File: src/rtl/ping_pong_chunk_buffer_macros.svh
// Assertion helpers for the ping-pong chunk buffer
`ifndef PING_PONG_CHUNK_BUFFER_MACROS_SVH
`define PING_PONG_CHUNK_BUFFER_MACROS_SVH

// same-cycle implication
`define PPCB_ASSERT_NOW(lbl, clk, rst, ante, cons, msg) \
   lbl: assert property (@(posedge clk) disable iff (rst) (ante) |-> (cons)) else $error(msg);

// next-cycle implication
`define PPCB_ASSERT_NEXT(lbl, clk, rst, ante, cons, msg) \
   lbl: assert property (@(posedge clk) disable iff (rst) (ante) |=> (cons)) else $error(msg);

`endif

File: src/rtl/ppcb_pkg.sv
package ppcb_pkg;

   localparam int BUF_BYTES  = 256;
   localparam int MAX_CHUNK  = 8;
   localparam int LANES      = 8;
   localparam int LANE_W     = $clog2(LANES);
   localparam int ADDR_W     = $clog2(2 * BUF_BYTES);
   localparam int ROW_W      = ADDR_W - LANE_W;
   localparam int ROWS       = 2 * BUF_BYTES / LANES;
   localparam int IDX_W      = $clog2(BUF_BYTES + 1);
   localparam int SIZE_W     = 9;
   localparam int LEN_W      = 4;
   localparam int DATA_W     = 64;
   localparam int FIFO_DEPTH = 4;
   localparam int FIFO_PTR_W = $clog2(FIFO_DEPTH);
   localparam int FIFO_CNT_W = $clog2(FIFO_DEPTH + 1);

   localparam logic [SIZE_W-1:0] SIZE_RESET = SIZE_W'(256);

   localparam logic [1:0] CMD_WRITE = 2'd0;
   localparam logic [1:0] CMD_COVER = 2'd1;
   localparam logic [1:0] CMD_READ  = 2'd2;

   typedef struct packed {
      logic [1:0]        cmd;
      logic [LEN_W-1:0]  chunk_bytes;
      logic [DATA_W-1:0] write_data;
   } req_type;

   typedef struct packed {
      logic              ok;
      logic [DATA_W-1:0] read_data;
      logic              buffer_used;
   } rsp_type;

   // store access issued by the front
   typedef struct packed {
      logic              valid;
      logic              wr;
      logic              rd;
      logic              ok;
      logic              used;
      logic [ADDR_W-1:0] start;
      logic [LEN_W-1:0]  len;
      logic [DATA_W-1:0] data;
   } mem_op_type;

   // beat in flight between store and back
   typedef struct packed {
      logic              valid;
      logic              ok;
      logic              used;
      logic              rd;
      logic [LEN_W-1:0]  len;
      logic [LANE_W-1:0] lane_off;
   } pend_type;

endpackage

File: src/rtl/ppcb_front.sv
module ppcb_front (
   input  logic                                clock,
   input  logic                                reset,
   input  logic                                req_valid,
   output logic                                req_stall,
   input  ppcb_pkg::req_type                   req_payload,
   input  logic                                csr_wr_en,
   input  logic [ppcb_pkg::SIZE_W-1:0]         csr_wr_data,
   input  logic                                room,
   output ppcb_pkg::mem_op_type                op
);

   logic [ppcb_pkg::IDX_W-1:0]  fill_ff [2];
   logic [ppcb_pkg::IDX_W-1:0]  fill_in [2];
   logic [1:0]                  readable_ff, readable_in;
   logic [ppcb_pkg::IDX_W-1:0]  rpos_ff, rpos_in;
   logic [ppcb_pkg::SIZE_W-1:0] size_ff;

   logic [ppcb_pkg::IDX_W:0]    size_eff;
   logic [ppcb_pkg::IDX_W:0]    len_x;
   logic                        len_ok;
   logic                        room0, room1;
   logic                        accept;
   logic                        sel;
   logic [ppcb_pkg::IDX_W:0]    base;
   logic [ppcb_pkg::IDX_W:0]    new_fill;
   logic [ppcb_pkg::IDX_W:0]    new_rpos;

   assign req_stall = !room;
   assign accept    = req_valid && room;

   always_comb begin
      if (size_ff == '0) begin
         size_eff = (ppcb_pkg::IDX_W + 1)'(1);
      end else if (size_ff > ppcb_pkg::SIZE_W'(ppcb_pkg::BUF_BYTES)) begin
         size_eff = (ppcb_pkg::IDX_W + 1)'(ppcb_pkg::BUF_BYTES);
      end else begin
         size_eff = (ppcb_pkg::IDX_W + 1)'(size_ff);
      end
   end

   assign len_x  = (ppcb_pkg::IDX_W + 1)'(req_payload.chunk_bytes);
   assign len_ok = (req_payload.chunk_bytes != '0)
                && (req_payload.chunk_bytes <= ppcb_pkg::LEN_W'(ppcb_pkg::MAX_CHUNK))
                && (len_x <= size_eff);
   assign room0 = !readable_ff[0] && ({1'b0, fill_ff[0]} + len_x <= size_eff);
   assign room1 = !readable_ff[1] && ({1'b0, fill_ff[1]} + len_x <= size_eff);

   always_comb begin
      fill_in     = fill_ff;
      readable_in = readable_ff;
      rpos_in     = rpos_ff;
      sel         = 1'b0;
      base        = '0;
      new_fill    = '0;
      new_rpos    = '0;
      op          = '0;
      op.valid    = accept;
      op.len      = req_payload.chunk_bytes;
      op.data     = req_payload.write_data;
      if (accept && len_ok) begin
         case (req_payload.cmd)
            ppcb_pkg::CMD_WRITE, ppcb_pkg::CMD_COVER: begin
               if (room0 || room1 || req_payload.cmd == ppcb_pkg::CMD_COVER) begin
                  // cover write empties buffer zero when nothing has room
                  sel  = !room0 && room1;
                  base = (room0 || room1) ? {1'b0, fill_ff[sel]} : '0;
                  new_fill = base + len_x;
                  fill_in[sel]     = ppcb_pkg::IDX_W'(new_fill);
                  readable_in[sel] = (new_fill >= size_eff);
                  op.wr    = 1'b1;
                  op.ok    = 1'b1;
                  op.used  = sel;
                  op.start = sel ? ppcb_pkg::ADDR_W'(ppcb_pkg::BUF_BYTES)
                                   + ppcb_pkg::ADDR_W'(base)
                                 : ppcb_pkg::ADDR_W'(base);
               end
            end
            ppcb_pkg::CMD_READ: begin
               new_rpos = {1'b0, rpos_ff} + len_x;
               if ((readable_ff[0] && {1'b0, fill_ff[0]} >= len_x
                    || readable_ff[1] && {1'b0, fill_ff[1]} >= len_x)
                   && new_rpos <= size_eff) begin
                  sel = !(readable_ff[0] && {1'b0, fill_ff[0]} >= len_x);
                  if (new_rpos >= size_eff) begin
                     rpos_in          = '0;
                     fill_in[sel]     = '0;
                     readable_in[sel] = 1'b0;
                  end else begin
                     rpos_in = ppcb_pkg::IDX_W'(new_rpos);
                  end
                  op.rd    = 1'b1;
                  op.ok    = 1'b1;
                  op.used  = sel;
                  op.start = sel ? ppcb_pkg::ADDR_W'(ppcb_pkg::BUF_BYTES)
                                   + ppcb_pkg::ADDR_W'(rpos_ff)
                                 : ppcb_pkg::ADDR_W'(rpos_ff);
               end
            end
            default: begin
            end
         endcase
      end
   end

   always_ff @(posedge clock) begin
      if (reset) begin
         fill_ff[0]  <= '0;
         fill_ff[1]  <= '0;
         readable_ff <= '0;
         rpos_ff     <= '0;
         size_ff     <= ppcb_pkg::SIZE_RESET;
      end else begin
         fill_ff     <= fill_in;
         readable_ff <= readable_in;
         rpos_ff     <= rpos_in;
         if (csr_wr_en) begin
            size_ff <= csr_wr_data;
         end
      end
   end

endmodule

File: src/rtl/ppcb_store.sv
module ppcb_store (
   input  logic                                  clock,
   input  logic                                  reset,
   input  ppcb_pkg::mem_op_type                  op,
   output logic [ppcb_pkg::LANES-1:0][7:0]       rdata,
   output ppcb_pkg::pend_type                    pend
);

   logic [ppcb_pkg::LANE_W-1:0] off;
   logic [ppcb_pkg::ROW_W-1:0]  base_row;
   logic [ppcb_pkg::LANES-1:0][7:0] rdata_ff;
   ppcb_pkg::pend_type          pend_ff;

   assign off      = op.start[ppcb_pkg::LANE_W-1:0];
   assign base_row = op.start[ppcb_pkg::ADDR_W-1:ppcb_pkg::LANE_W];

   // one bank per byte lane; a chunk touches each lane at most once
   for (genvar j = 0; j < ppcb_pkg::LANES; j++) begin : g_lane
      logic [7:0]                  bank [ppcb_pkg::ROWS];
      logic [ppcb_pkg::LANE_W-1:0] k;
      logic [ppcb_pkg::ROW_W-1:0]  row;
      logic                        we;

      assign k   = ppcb_pkg::LANE_W'(j) - off;
      assign row = base_row + ppcb_pkg::ROW_W'(ppcb_pkg::LANE_W'(j) < off);
      assign we  = op.valid && op.wr && (ppcb_pkg::LEN_W'(k) < op.len);

      always_ff @(posedge clock) begin
         if (we) begin
            bank[row] <= op.data[8*k +: 8];
         end
         if (op.valid && op.rd) begin
            rdata_ff[j] <= bank[row];
         end
      end
   end

   always_ff @(posedge clock) begin
      if (reset) begin
         pend_ff <= '0;
      end else begin
         pend_ff.valid    <= op.valid;
         pend_ff.ok       <= op.ok;
         pend_ff.used     <= op.used;
         pend_ff.rd       <= op.rd;
         pend_ff.len      <= op.len;
         pend_ff.lane_off <= off;
      end
   end

   assign rdata = rdata_ff;
   assign pend  = pend_ff;

endmodule

File: src/rtl/ppcb_back.sv
module ppcb_back (
   input  logic                            clock,
   input  logic                            reset,
   input  ppcb_pkg::pend_type              pend,
   input  logic [ppcb_pkg::LANES-1:0][7:0] rdata,
   output logic                            room,
   output logic                            rsp_valid,
   input  logic                            rsp_stall,
   output ppcb_pkg::rsp_type               rsp_payload
);

   ppcb_pkg::rsp_type               fifo_ff [ppcb_pkg::FIFO_DEPTH];
   logic [ppcb_pkg::FIFO_PTR_W-1:0] wr_ptr_ff, rd_ptr_ff;
   logic [ppcb_pkg::FIFO_CNT_W-1:0] count_ff;
   logic [ppcb_pkg::DATA_W-1:0]     rd_bytes;
   ppcb_pkg::rsp_type               beat;
   logic                            push, pop;

   always_comb begin
      for (int k = 0; k < ppcb_pkg::LANES; k++) begin
         if (pend.rd && pend.ok && ppcb_pkg::LEN_W'(k) < pend.len) begin
            rd_bytes[8*k +: 8] = rdata[pend.lane_off + ppcb_pkg::LANE_W'(k)];
         end else begin
            rd_bytes[8*k +: 8] = '0;
         end
      end
   end

   assign beat.ok          = pend.ok;
   assign beat.read_data   = rd_bytes;
   assign beat.buffer_used = pend.used;

   assign push = pend.valid;
   assign pop  = rsp_valid && !rsp_stall;
   // leave a slot for the beat still in the store stage
   assign room = (count_ff + ppcb_pkg::FIFO_CNT_W'(pend.valid))
                 < ppcb_pkg::FIFO_CNT_W'(ppcb_pkg::FIFO_DEPTH);

   assign rsp_valid   = count_ff != '0;
   assign rsp_payload = fifo_ff[rd_ptr_ff];

   always_ff @(posedge clock) begin
      if (push) begin
         fifo_ff[wr_ptr_ff] <= beat;
      end
      if (reset) begin
         wr_ptr_ff <= '0;
         rd_ptr_ff <= '0;
         count_ff  <= '0;
      end else begin
         if (push) begin
            wr_ptr_ff <= wr_ptr_ff + 1'b1;
         end
         if (pop) begin
            rd_ptr_ff <= rd_ptr_ff + 1'b1;
         end
         count_ff <= count_ff + ppcb_pkg::FIFO_CNT_W'(push)
                             - ppcb_pkg::FIFO_CNT_W'(pop);
      end
   end

endmodule

File: src/rtl/ping_pong_chunk_buffer.sv
// Results are registered in the store stage, then queued. Throughput: one
// beat per cycle while the queue has room; the banked byte store (eight lanes)
// serves a whole chunk in one access; a four-entry result queue absorbs stalls.
// Reset (synchronous, active high) empties both buffers, clears the read
// position and queue, and sets the buffer size to 256; store bytes are kept.
`include "ping_pong_chunk_buffer_macros.svh"

module ping_pong_chunk_buffer (
   input  logic                        clock,
   input  logic                        reset,
   input  logic                        req_valid,
   output logic                        req_stall,
   input  ppcb_pkg::req_type           req_payload,
   output logic                        rsp_valid,
   input  logic                        rsp_stall,
   output ppcb_pkg::rsp_type           rsp_payload,
   input  logic                        csr_wr_en,
   input  logic [ppcb_pkg::SIZE_W-1:0] csr_wr_data
);

   ppcb_pkg::mem_op_type            op;
   ppcb_pkg::pend_type              pend;
   logic [ppcb_pkg::LANES-1:0][7:0] rdata;
   logic                            room;

   ppcb_front u_front (
      .clock       (clock),
      .reset       (reset),
      .req_valid   (req_valid),
      .req_stall   (req_stall),
      .req_payload (req_payload),
      .csr_wr_en   (csr_wr_en),
      .csr_wr_data (csr_wr_data),
      .room        (room),
      .op          (op)
   );

   ppcb_store u_store (
      .clock (clock),
      .reset (reset),
      .op    (op),
      .rdata (rdata),
      .pend  (pend)
   );

   ppcb_back u_back (
      .clock       (clock),
      .reset       (reset),
      .pend        (pend),
      .rdata       (rdata),
      .room        (room),
      .rsp_valid   (rsp_valid),
      .rsp_stall   (rsp_stall),
      .rsp_payload (rsp_payload)
   );

   `PPCB_ASSERT_NEXT(a_accept_reaches_store, clock, reset, req_valid && !req_stall, pend.valid, "accepted beat missing in store stage")
   `PPCB_ASSERT_NOW(a_fail_is_zero, clock, reset, rsp_valid && !rsp_payload.ok, rsp_payload.read_data == '0 && !rsp_payload.buffer_used, "failed beat carries data")
   `PPCB_ASSERT_NOW(a_empty_queue_takes, clock, reset, !rsp_valid, !req_stall, "stall with empty result queue")

endmodule
File: config.mk
export PLATFORM = sky130hd
export DESIGN_NAME = ping_pong_chunk_buffer
export DESIGN_NICKNAME = d
export VERILOG_FILES = /design/src/rtl/ppcb_pkg.sv /design/src/rtl/ppcb_front.sv /design/src/rtl/ppcb_store.sv /design/src/rtl/ppcb_back.sv /design/src/rtl/ping_pong_chunk_buffer.sv
export VERILOG_INCLUDE_DIRS = /design/src /design/src/rtl
export SDC_FILE = /design/constraint.sdc
export NUM_CORES = 2
export LEC_CHECK = 0
export BUFFER_PORTS_ARGS = -buffer_cell sky130_fd_sc_hd__clkbuf_2
export CAP_MARGIN = 30
export CORE_UTILIZATION = 47
export DETAILED_ROUTE_END_ITERATION = 10
export GPL_TIMING_DRIVEN = 0
export PLACE_DENSITY_LB_ADDON = 0.25
export SKIP_CTS_REPAIR_TIMING = 1
export SYNTH_ARGS = -nofsm -noshare
export SYNTH_HDL_FRONTEND = slang
export SYNTH_MEMORY_MAX_BITS = 65536
export SYNTH_SLANG_ARGS = --single-unit
export TNS_END_PERCENT = 10
File: constraint.sdc
create_clock -name clock -period 12.8 [get_ports clock]
set_input_delay 1.92 -clock clock [delete_from_list [all_inputs] [get_ports clock]]
set_output_delay 1.92 -clock clock [all_outputs]
set_load 0.005 [all_outputs]
Yosys cells after proc, flatten, opt, wreduce, memory -nomap -nowiden --
Memories as Yosys holds them, arrays and structs flattened. A register that Yosys moved wholly into a read port is not among the register bits. Index checks and enable logic that the tools add are counted.
Cells by class: order comparisons 51, shift-type cells 8, $add $sub $neg 33, eq/ne operators 5, div/mod/pow operators 0, muxes and demuxes 78, bitwise gates (word level) 7, $mul 0, reduce and logical (&&, ||, !) cells 52
Operator list (count):
- $shiftx A64 B7 Y8 | 8
- $bmux W8 S3 | 8
- $mux W8 | 16
- $mux W9 | 10
- $mux W18 | 3
- $add A6 B1 Y6 | 8
- $pmux W18 S2 | 1
- $logic_and A1 B1 Y1 | 34
- $lt A3 B4 Y1 | 8
- $lt A3 B4 Y1 const B | 8
- $add A9 B4 Y10 | 3
- $le A10 B10 Y1 | 3
- $mux W1 | 23
- $pmux W11 S2 | 1
- $ge A10 B10 Y1 | 2
- $add A9 B9 Y9 const A | 2
- $and A18 B18 Y18 | 1
- $bwmux W18 | 1
- $demux W9 S1 | 2
- $ge A9 B4 Y1 | 2
- $not A18 Y18 | 1
- $lt A3 B4 Y1 const A | 4
- $mux W13 | 1
- $add A3 B3 Y3 const B | 4
- 46 further kinds | 80
Storage, ports and cells: bits in read-only memories 0, bits in writable memories 4360, latch bits 0, bits of input ports 84, memories 9, flip-flop bits (word level) 56
Memory list:
- u_store.g_lane[0].bank | words 64, bits a word 8, rd ports 1, clocked after Yosys merged registers in 1, write ports 1, RTL line ppcb_store.sv:19 | logic [7:0] bank [ppcb_pkg::ROWS];
- u_store.g_lane[1].bank | words 64, bits a word 8, rd ports 1, clocked after Yosys merged registers in 1, write ports 1, RTL line ppcb_store.sv:19
- u_store.g_lane[2].bank | words 64, bits a word 8, rd ports 1, clocked after Yosys merged registers in 1, write ports 1, RTL line ppcb_store.sv:19
- u_store.g_lane[3].bank | words 64, bits a word 8, rd ports 1, clocked after Yosys merged registers in 1, write ports 1, RTL line ppcb_store.sv:19
- u_store.g_lane[4].bank | words 64, bits a word 8, rd ports 1, clocked after Yosys merged registers in 1, write ports 1, RTL line ppcb_store.sv:19
- u_store.g_lane[5].bank | words 64, bits a word 8, rd ports 1, clocked after Yosys merged registers in 1, write ports 1, RTL line ppcb_store.sv:19
- +3 memories

Depth between registers and ports, before layout --
word-level depth 22, gate-level depth with buffers 36, depth with buffers taken out 33

By module --
A second synthesis with hierarchy kept.
Second synthesis, totals: cells, all modules 11903, area total of the unflattened synthesis 185305.2 um^2
By module, submodules not included:
- ppcb_store | instances 1, area an instance 167823.5 um^2, cells each 10597
- ppcb_back | instances 1, area an instance 12971.2 um^2, cells each 747
- ppcb_front | instances 1, area an instance 4510.6 um^2, cells each 559

Worst setup path after synthesis --
No wires, ideal clock.
path kind input -> register, from in req_payload[67] (netlist name), to mem u_store.g_lane[1].bank[13][0], enable pin, path buffers 8, required time 12.430 ns, slack 3.058 ns, arrival time 9.372 ns, stages on the path 30, cell sequence clkinv_1 > ha_1 > inv_2 > a21oi_1 > nand2_1 > and3_1 > xor2_1 > ha_1 > o21ai_0 > nor2_1 > o21a_1 > a211oi_1 > clkbuf_1 > nor3_1 > a21oi_1 > o21ai_0 > nand2_1 > clkbuf_1 > buf_2 > ha_1 > inv_1 > ha_1 > clkbuf_1 > clkbuf_1 > clkbuf_1 > buf_1 > clkbuf_1 > nor2b_1 > nand2_1 > nor2_1
Between the ends: cells in the longest elaborated chain, start to end 20, elaborated cells between the ends (all ways) 46, classes of those cells add/sub (6); order compare (9); mux (14); bitwise (1); reduce/logical (16)
Ends and longest elaborated chain:
- from (decl) | RTL line ping_pong_chunk_buffer.sv:13 | input ppcb_pkg::req_type req_payload,
- $add A9 B4 Y10 | RTL line ppcb_front.sv:46 | assign room0 = !readable_ff[0] && ({1'b0, fill_ff[0]} + len_x <= size_eff);
- $le A10 B10 Y1 | RTL line ppcb_front.sv:46
- $logic_and A1 B1 Y1 | RTL line ppcb_front.sv:46
- $logic_not A1 Y1 | RTL line ppcb_front.sv:66 | sel = !room0 && room1;
- $logic_and A1 B1 Y1 | RTL line ppcb_front.sv:66
- $not A1 Y2 (not written as such) | RTL line ppcb_front.sv:67 | base = (room0 || room1) ? {1'b0, fill_ff[sel]} : '0;
- $mux W9 (not written as such) (3 in series) | RTL line ppcb_front.sv:67
- $mux W9 | RTL line ppcb_front.sv:67
- [... 2 more ...]
- $mux W11 | RTL line ppcb_front.sv:64 | if (room0 || room1 || req_payload.cmd == ppcb_pkg::CMD_COVER) begin
- $pmux W11 S2 | RTL line ppcb_front.sv:62 | case (req_payload.cmd)
- $mux W13 | RTL line ppcb_front.sv:61 | if (accept && len_ok) begin
- $sub A1 B3 Y3 | RTL line ppcb_store.sv:24 | assign k = ppcb_pkg::LANE_W'(j) - off;
- $lt A3 B4 Y1 | RTL line ppcb_store.sv:26 | assign we = op.valid && op.wr && (ppcb_pkg::LEN_W'(k) < op.len);
- $logic_and A1 B1 Y1 | RTL line ppcb_store.sv:26
- $mux W1 | RTL line ppcb_store.sv:29 | if (we) begin
- $mux W1 (not written as such) | RTL line ppcb_store.sv:30 | bank[row] <= op.data[8*k +: 8];
- to (decl) | RTL line ppcb_store.sv:19
Several ways; a longest one is shown, not always the timed one. The select of a mux whose other input is x is not followed.

==> reports/qor.csv <==
stage;metric;value;unit
sta;setup TNS after final layout;0;ns
synthesis;mux share of post-synthesis cell area;0.1330;
synthesis;distinct cell type count after synthesis;94;
clock_tree;CTS sink count;4482;
finish;most common cell after layout, fill and taps aside;sky130_fd_sc_hd__edfxtp_1;
worst_setup_path;Slowest-stage cell, CP;sky130_fd_sc_hd__clkdlybuf4s15_1;
die;number of core rows;230;
synthesis;count of flip-flops with a built-in enable after synthesis;4424;
die;Die ar.;397000;µm²
place;Buffers on Ports;149;
global_routing;M1 GR Usage;0.4310;
global_routing;pin count of the biggest net entering global routing;65;
clock_tree;insertion delay of the later-clocked pin in the worst-skew pair;1.06;ns
worst_setup_path;peak fanout along the critical path;14;
route;number of detailed-route iterations in the first pass;9;
route;DRC marker count from the first detailed-route iteration;17640;
worst_setup_path;critical path startpoint category;input port;
synthesis;Synth area leader;sky130_fd_sc_hd__edfxtp_1;
sta;RSZ-0062 raised after global routing;true;
global_routing;GRT Max-Usage Layer;met2;
clock_tree;clock root buffer master;sky130_fd_sc_hd__clkbuf_16;
synthesis;area of the mapped netlist;185400;µm²
synthesis;portion of the post-synthesis area used by sequential elements;0.7228;
sta;number of hold violations in the final report;0;
hold_path;end of the worst hold path;u_back.fifo_ff[2][65];
hold_path;Hold Path Class;reg -> reg;
power;Power Density;144.2;nW/µm²
route;drc violations;0;
sta;Slew Limit Fails;0;
place;RD Place Congestion;0.9997;
sta;final setup vio count;0;
global_routing;wire length of the first global-routing pass;890800;µm
worst_setup_path;total buffers and inverters traversed by the critical path;11;
synthesis;area share of xor/xnor cells in the synthesized design;0.004076;
finish;Nets;12320;
place;standard cell area after detailed placement;199400;µm²
die;Die X-Extent;630.1;µm
worst_setup_path;CP Capture Type;register;
synthesis;Synth Net Count;11280;
global_routing;aggregate global-route resource usage;0.3209;
power;Peak VDD IR;0.0001204;V
worst_setup_path;path type of the worst setup path;in -> reg;
worst_setup_path;endpoint of the worst-slack reg-to-reg timing path;u_store.rdata[41];
synthesis;per-instance average area after synthesis;16.74;µm²
power;leak pwr;68.03;nW
synthesis;Synth area leaders;sky130_fd_sc_hd__edfxtp_1 72%, sky130_fd_sc_hd__mux4_2 10%, sky130_fd_sc_hd__mux2i_1 2.7%;
sta;actual transition at the worst max-transition pin;1.225;ns
die;area of the core;392500;µm²
die;# IOs;152;
global_routing;met3 demand-to-capacity share in global routing;0.07147;
sta;Final Skew;0.06869;ns
run_status;run status;complete, no violations;
finish;post-route cell area;214900;µm²
global_routing;initial antenna violation count;47;
sta;minimum clock period;12.69;ns
worst_setup_path;Required @ worst endpoint;13.44;ns
synthesis;simple-gate share of the synthesized area;0.06735;
clock_tree;clock tree from TritonCTS;built;
clock_tree;post-CTS clock slew at the launch and capture registers of the worst setup and hold paths;0.07;ns
worst_setup_path;worst-case reg-to-reg path depth;31;
global_routing;met2 routing resource usage after global routing;0.4867;
route;vias after detailed routing;116100;
synthesis;post-synthesis adder-cell area fraction;0.007788;
synthesis;synthesized instance count;11080;
global_routing;GR Overflow Total;0;
synthesis;Warnings, synthesis;0;
finish;leading cell types in the layout, fill and taps excluded;4424 x sky130_fd_sc_hd__edfxtp_1, 1291 x sky130_fd_sc_hd__nand2_1, 826 x sky130_fd_sc_hd__mux4_2;
finish;area growth from synthesis to final layout;15.93;%
worst_setup_path;cell type with the highest occurrence count on the critical path;sky130_fd_sc_hd__ha_1;
worst_setup_path;cell count along the critical path;33;
synthesis;Primary FF master, synth;sky130_fd_sc_hd__edfxtp_1;
sta;min setup slack post-route;0.1064;ns
sta;fmax;0.07878;GHz
clock_tree;H-tree levels;5;
route;WL per Instance;36.52;µm
sta;Max transition margin;0.1727;
place;HPWL Detailed;465000;µm
synthesis;share of Yosys cell area claimed by the top area cell type;0.7165;
job;number of max-cap violations;0;
clock_tree;CTS buffer count;452;
hold_path;hold path startpoint;u_store.pend[9];
worst_setup_path;launch point of the worst reg-to-reg path;u_front.fill_ff[12];
route;Total Routed Length;647600;µm
finish;fill cell instance count of the final layout;30630;
hold_path;instance count along the most critical hold path;0;
synthesis;dominant combinational cell family by area after synthesis;multiplexers;
worst_setup_path;register-to-register setup slack;1.59;ns
die;starting density of the core;0.4723;
finish;share of layout cells above drive strength 1;0.2026;
synthesis;share of the synthesized area in compound gates (AO/OA/AOI/OAI);0.04918;
sta;portion of the clock cycle consumed by the worst path in the final layout;0.9917;
clock_tree;clock tree buffer depth;4;
place;worst slack, placed;-2.527;ns
finish;share of the core filled with cells in the final layout;0.5476;
worst_setup_path;CP arrival;13.34;ns
synthesis;ys async rst share;0;
worst_setup_path;Crit path largest cell delay;0.78;ns
route;number of vias per cell;6.548;
worst_setup_path;kind of cell adding the most delay to the critical path;buffers and inverters;
die;height of the chip;630.1;µm
power;Overall Power;30.99;mW
global_routing;number of global-route vias before repair;112300;
synthesis;synthesized flop and latch total;4482;
route;number of nets still failing antenna checks after routing;0;
-- metal layers --
layer | share of wire | routed length, µm
met5 | 0.00013 | 85
met2 | 0.45 | 289800
met1 | 0.37 | 241300
met4 | 0.069 | 44510
met3 | 0.11 | 71870
-- cells in the mapped netlist (57+ instances only) --
cell type	count
sky130_fd_sc_hd__edfxtp_1	4424
sky130_fd_sc_hd__nand2_1	1299
sky130_fd_sc_hd__mux4_2	826
sky130_fd_sc_hd__nor2_1	736
sky130_fd_sc_hd__mux2i_1	493
sky130_fd_sc_hd__clkbuf_1	430
sky130_fd_sc_hd__a21oi_1	364
sky130_fd_sc_hd__nand3_1	308
sky130_fd_sc_hd__nor3_1	197
sky130_fd_sc_hd__o21ai_0	160
sky130_fd_sc_hd__a31oi_1	118
sky130_fd_sc_hd__o22ai_1	111
sky130_fd_sc_hd__ha_1	109
sky130_fd_sc_hd__buf_2	105
sky130_fd_sc_hd__buf_1	102
sky130_fd_sc_hd__mux2_2	97
sky130_fd_sc_hd__inv_1	78
sky130_fd_sc_hd__nor4_1	66
sky130_fd_sc_hd__a221oi_1	65
sky130_fd_sc_hd__a32oi_1	62
sky130_fd_sc_hd__dfxtp_1	58
sky130_fd_sc_hd__xnor2_1	57
-- sequential cells by signal, indices dropped and copies added (netlist names), 3 cells and up, named ones only --
signal	flops
u_front.size_ff	9
u_store.g_lane.bank	4096
u_store.pend	11
u_front.fill_ff	18
u_store.rdata	64
u_front.rpos_ff	9
u_back.fifo_ff	264
u_back.count_ff	3
-- worst max-delay path by stage --
stage	start	endpoint	slack, ns
2_1_floorplan	req_payload[67]	u_store.g_lane[1].bank[13][0]	3.06
3_3_place_gp	req_payload[67]	u_store.rdata[33]	-4.19
3_5_place_dp	req_payload[67]	u_store.rdata[34]	-2.53
4_1_cts	req_payload[67]	u_store.rdata[34]	-1.65
5_1_grt	req_payload[67]	u_store.rdata[2]	-0.1
6_report	req_payload[67]	u_store.rdata[41]	0.11
-- report_power, final --
group          internal [mW]  leakage (nW)  switching [mW]  total, mW
Combinational          0.460          20.8            1.04       1.50
Sequential              16.2          40.1          0.0261       16.2
Clock                   7.48          7.18            5.78       13.3
Total                   24.1          68.0            6.85       31.0
-- area by class of cell --
cell class / instances / area (µm²) / share of cell area
multi-input combinational: 5860 / 49320 / 0.2295
timing repair buffer: 596 / 7292 / 0.03393
antenna: 21 / 52.55 / 0.0002445
sequential: 4482 / 134000 / 0.6235
clock inverter: 296 / 2992 / 0.01392
inverter: 88 / 337.8 / 0.001572
tap: 5220 / 6531 / 0.03039
buffer: 640 / 2658 / 0.01236
clock buffer: 528 / 11740 / 0.05463
-- through the flow --
stage | instances | hold slack, ns
after floorplan | 11080 | 0.4383
after global placement | 16450 | 0.4544
after detailed placement | 16860 | 0.4996
after CTS | 17680 | 0.5149
after global routing | 17720 | 0.5361
final | 17730 | 0.5152
-- cells by family after synthesis --
family | after synthesis
AO/OA/AOI/OAI | 1350
XOR/XNOR | 82
adder cells (fa/ha/maj) | 113
buffers and inverters | 736
flip-flops | 4482
multiplexers | 1418
AND/OR/NAND/NOR | 2897
Note: power is estimated with default switching activity, not from simulation.
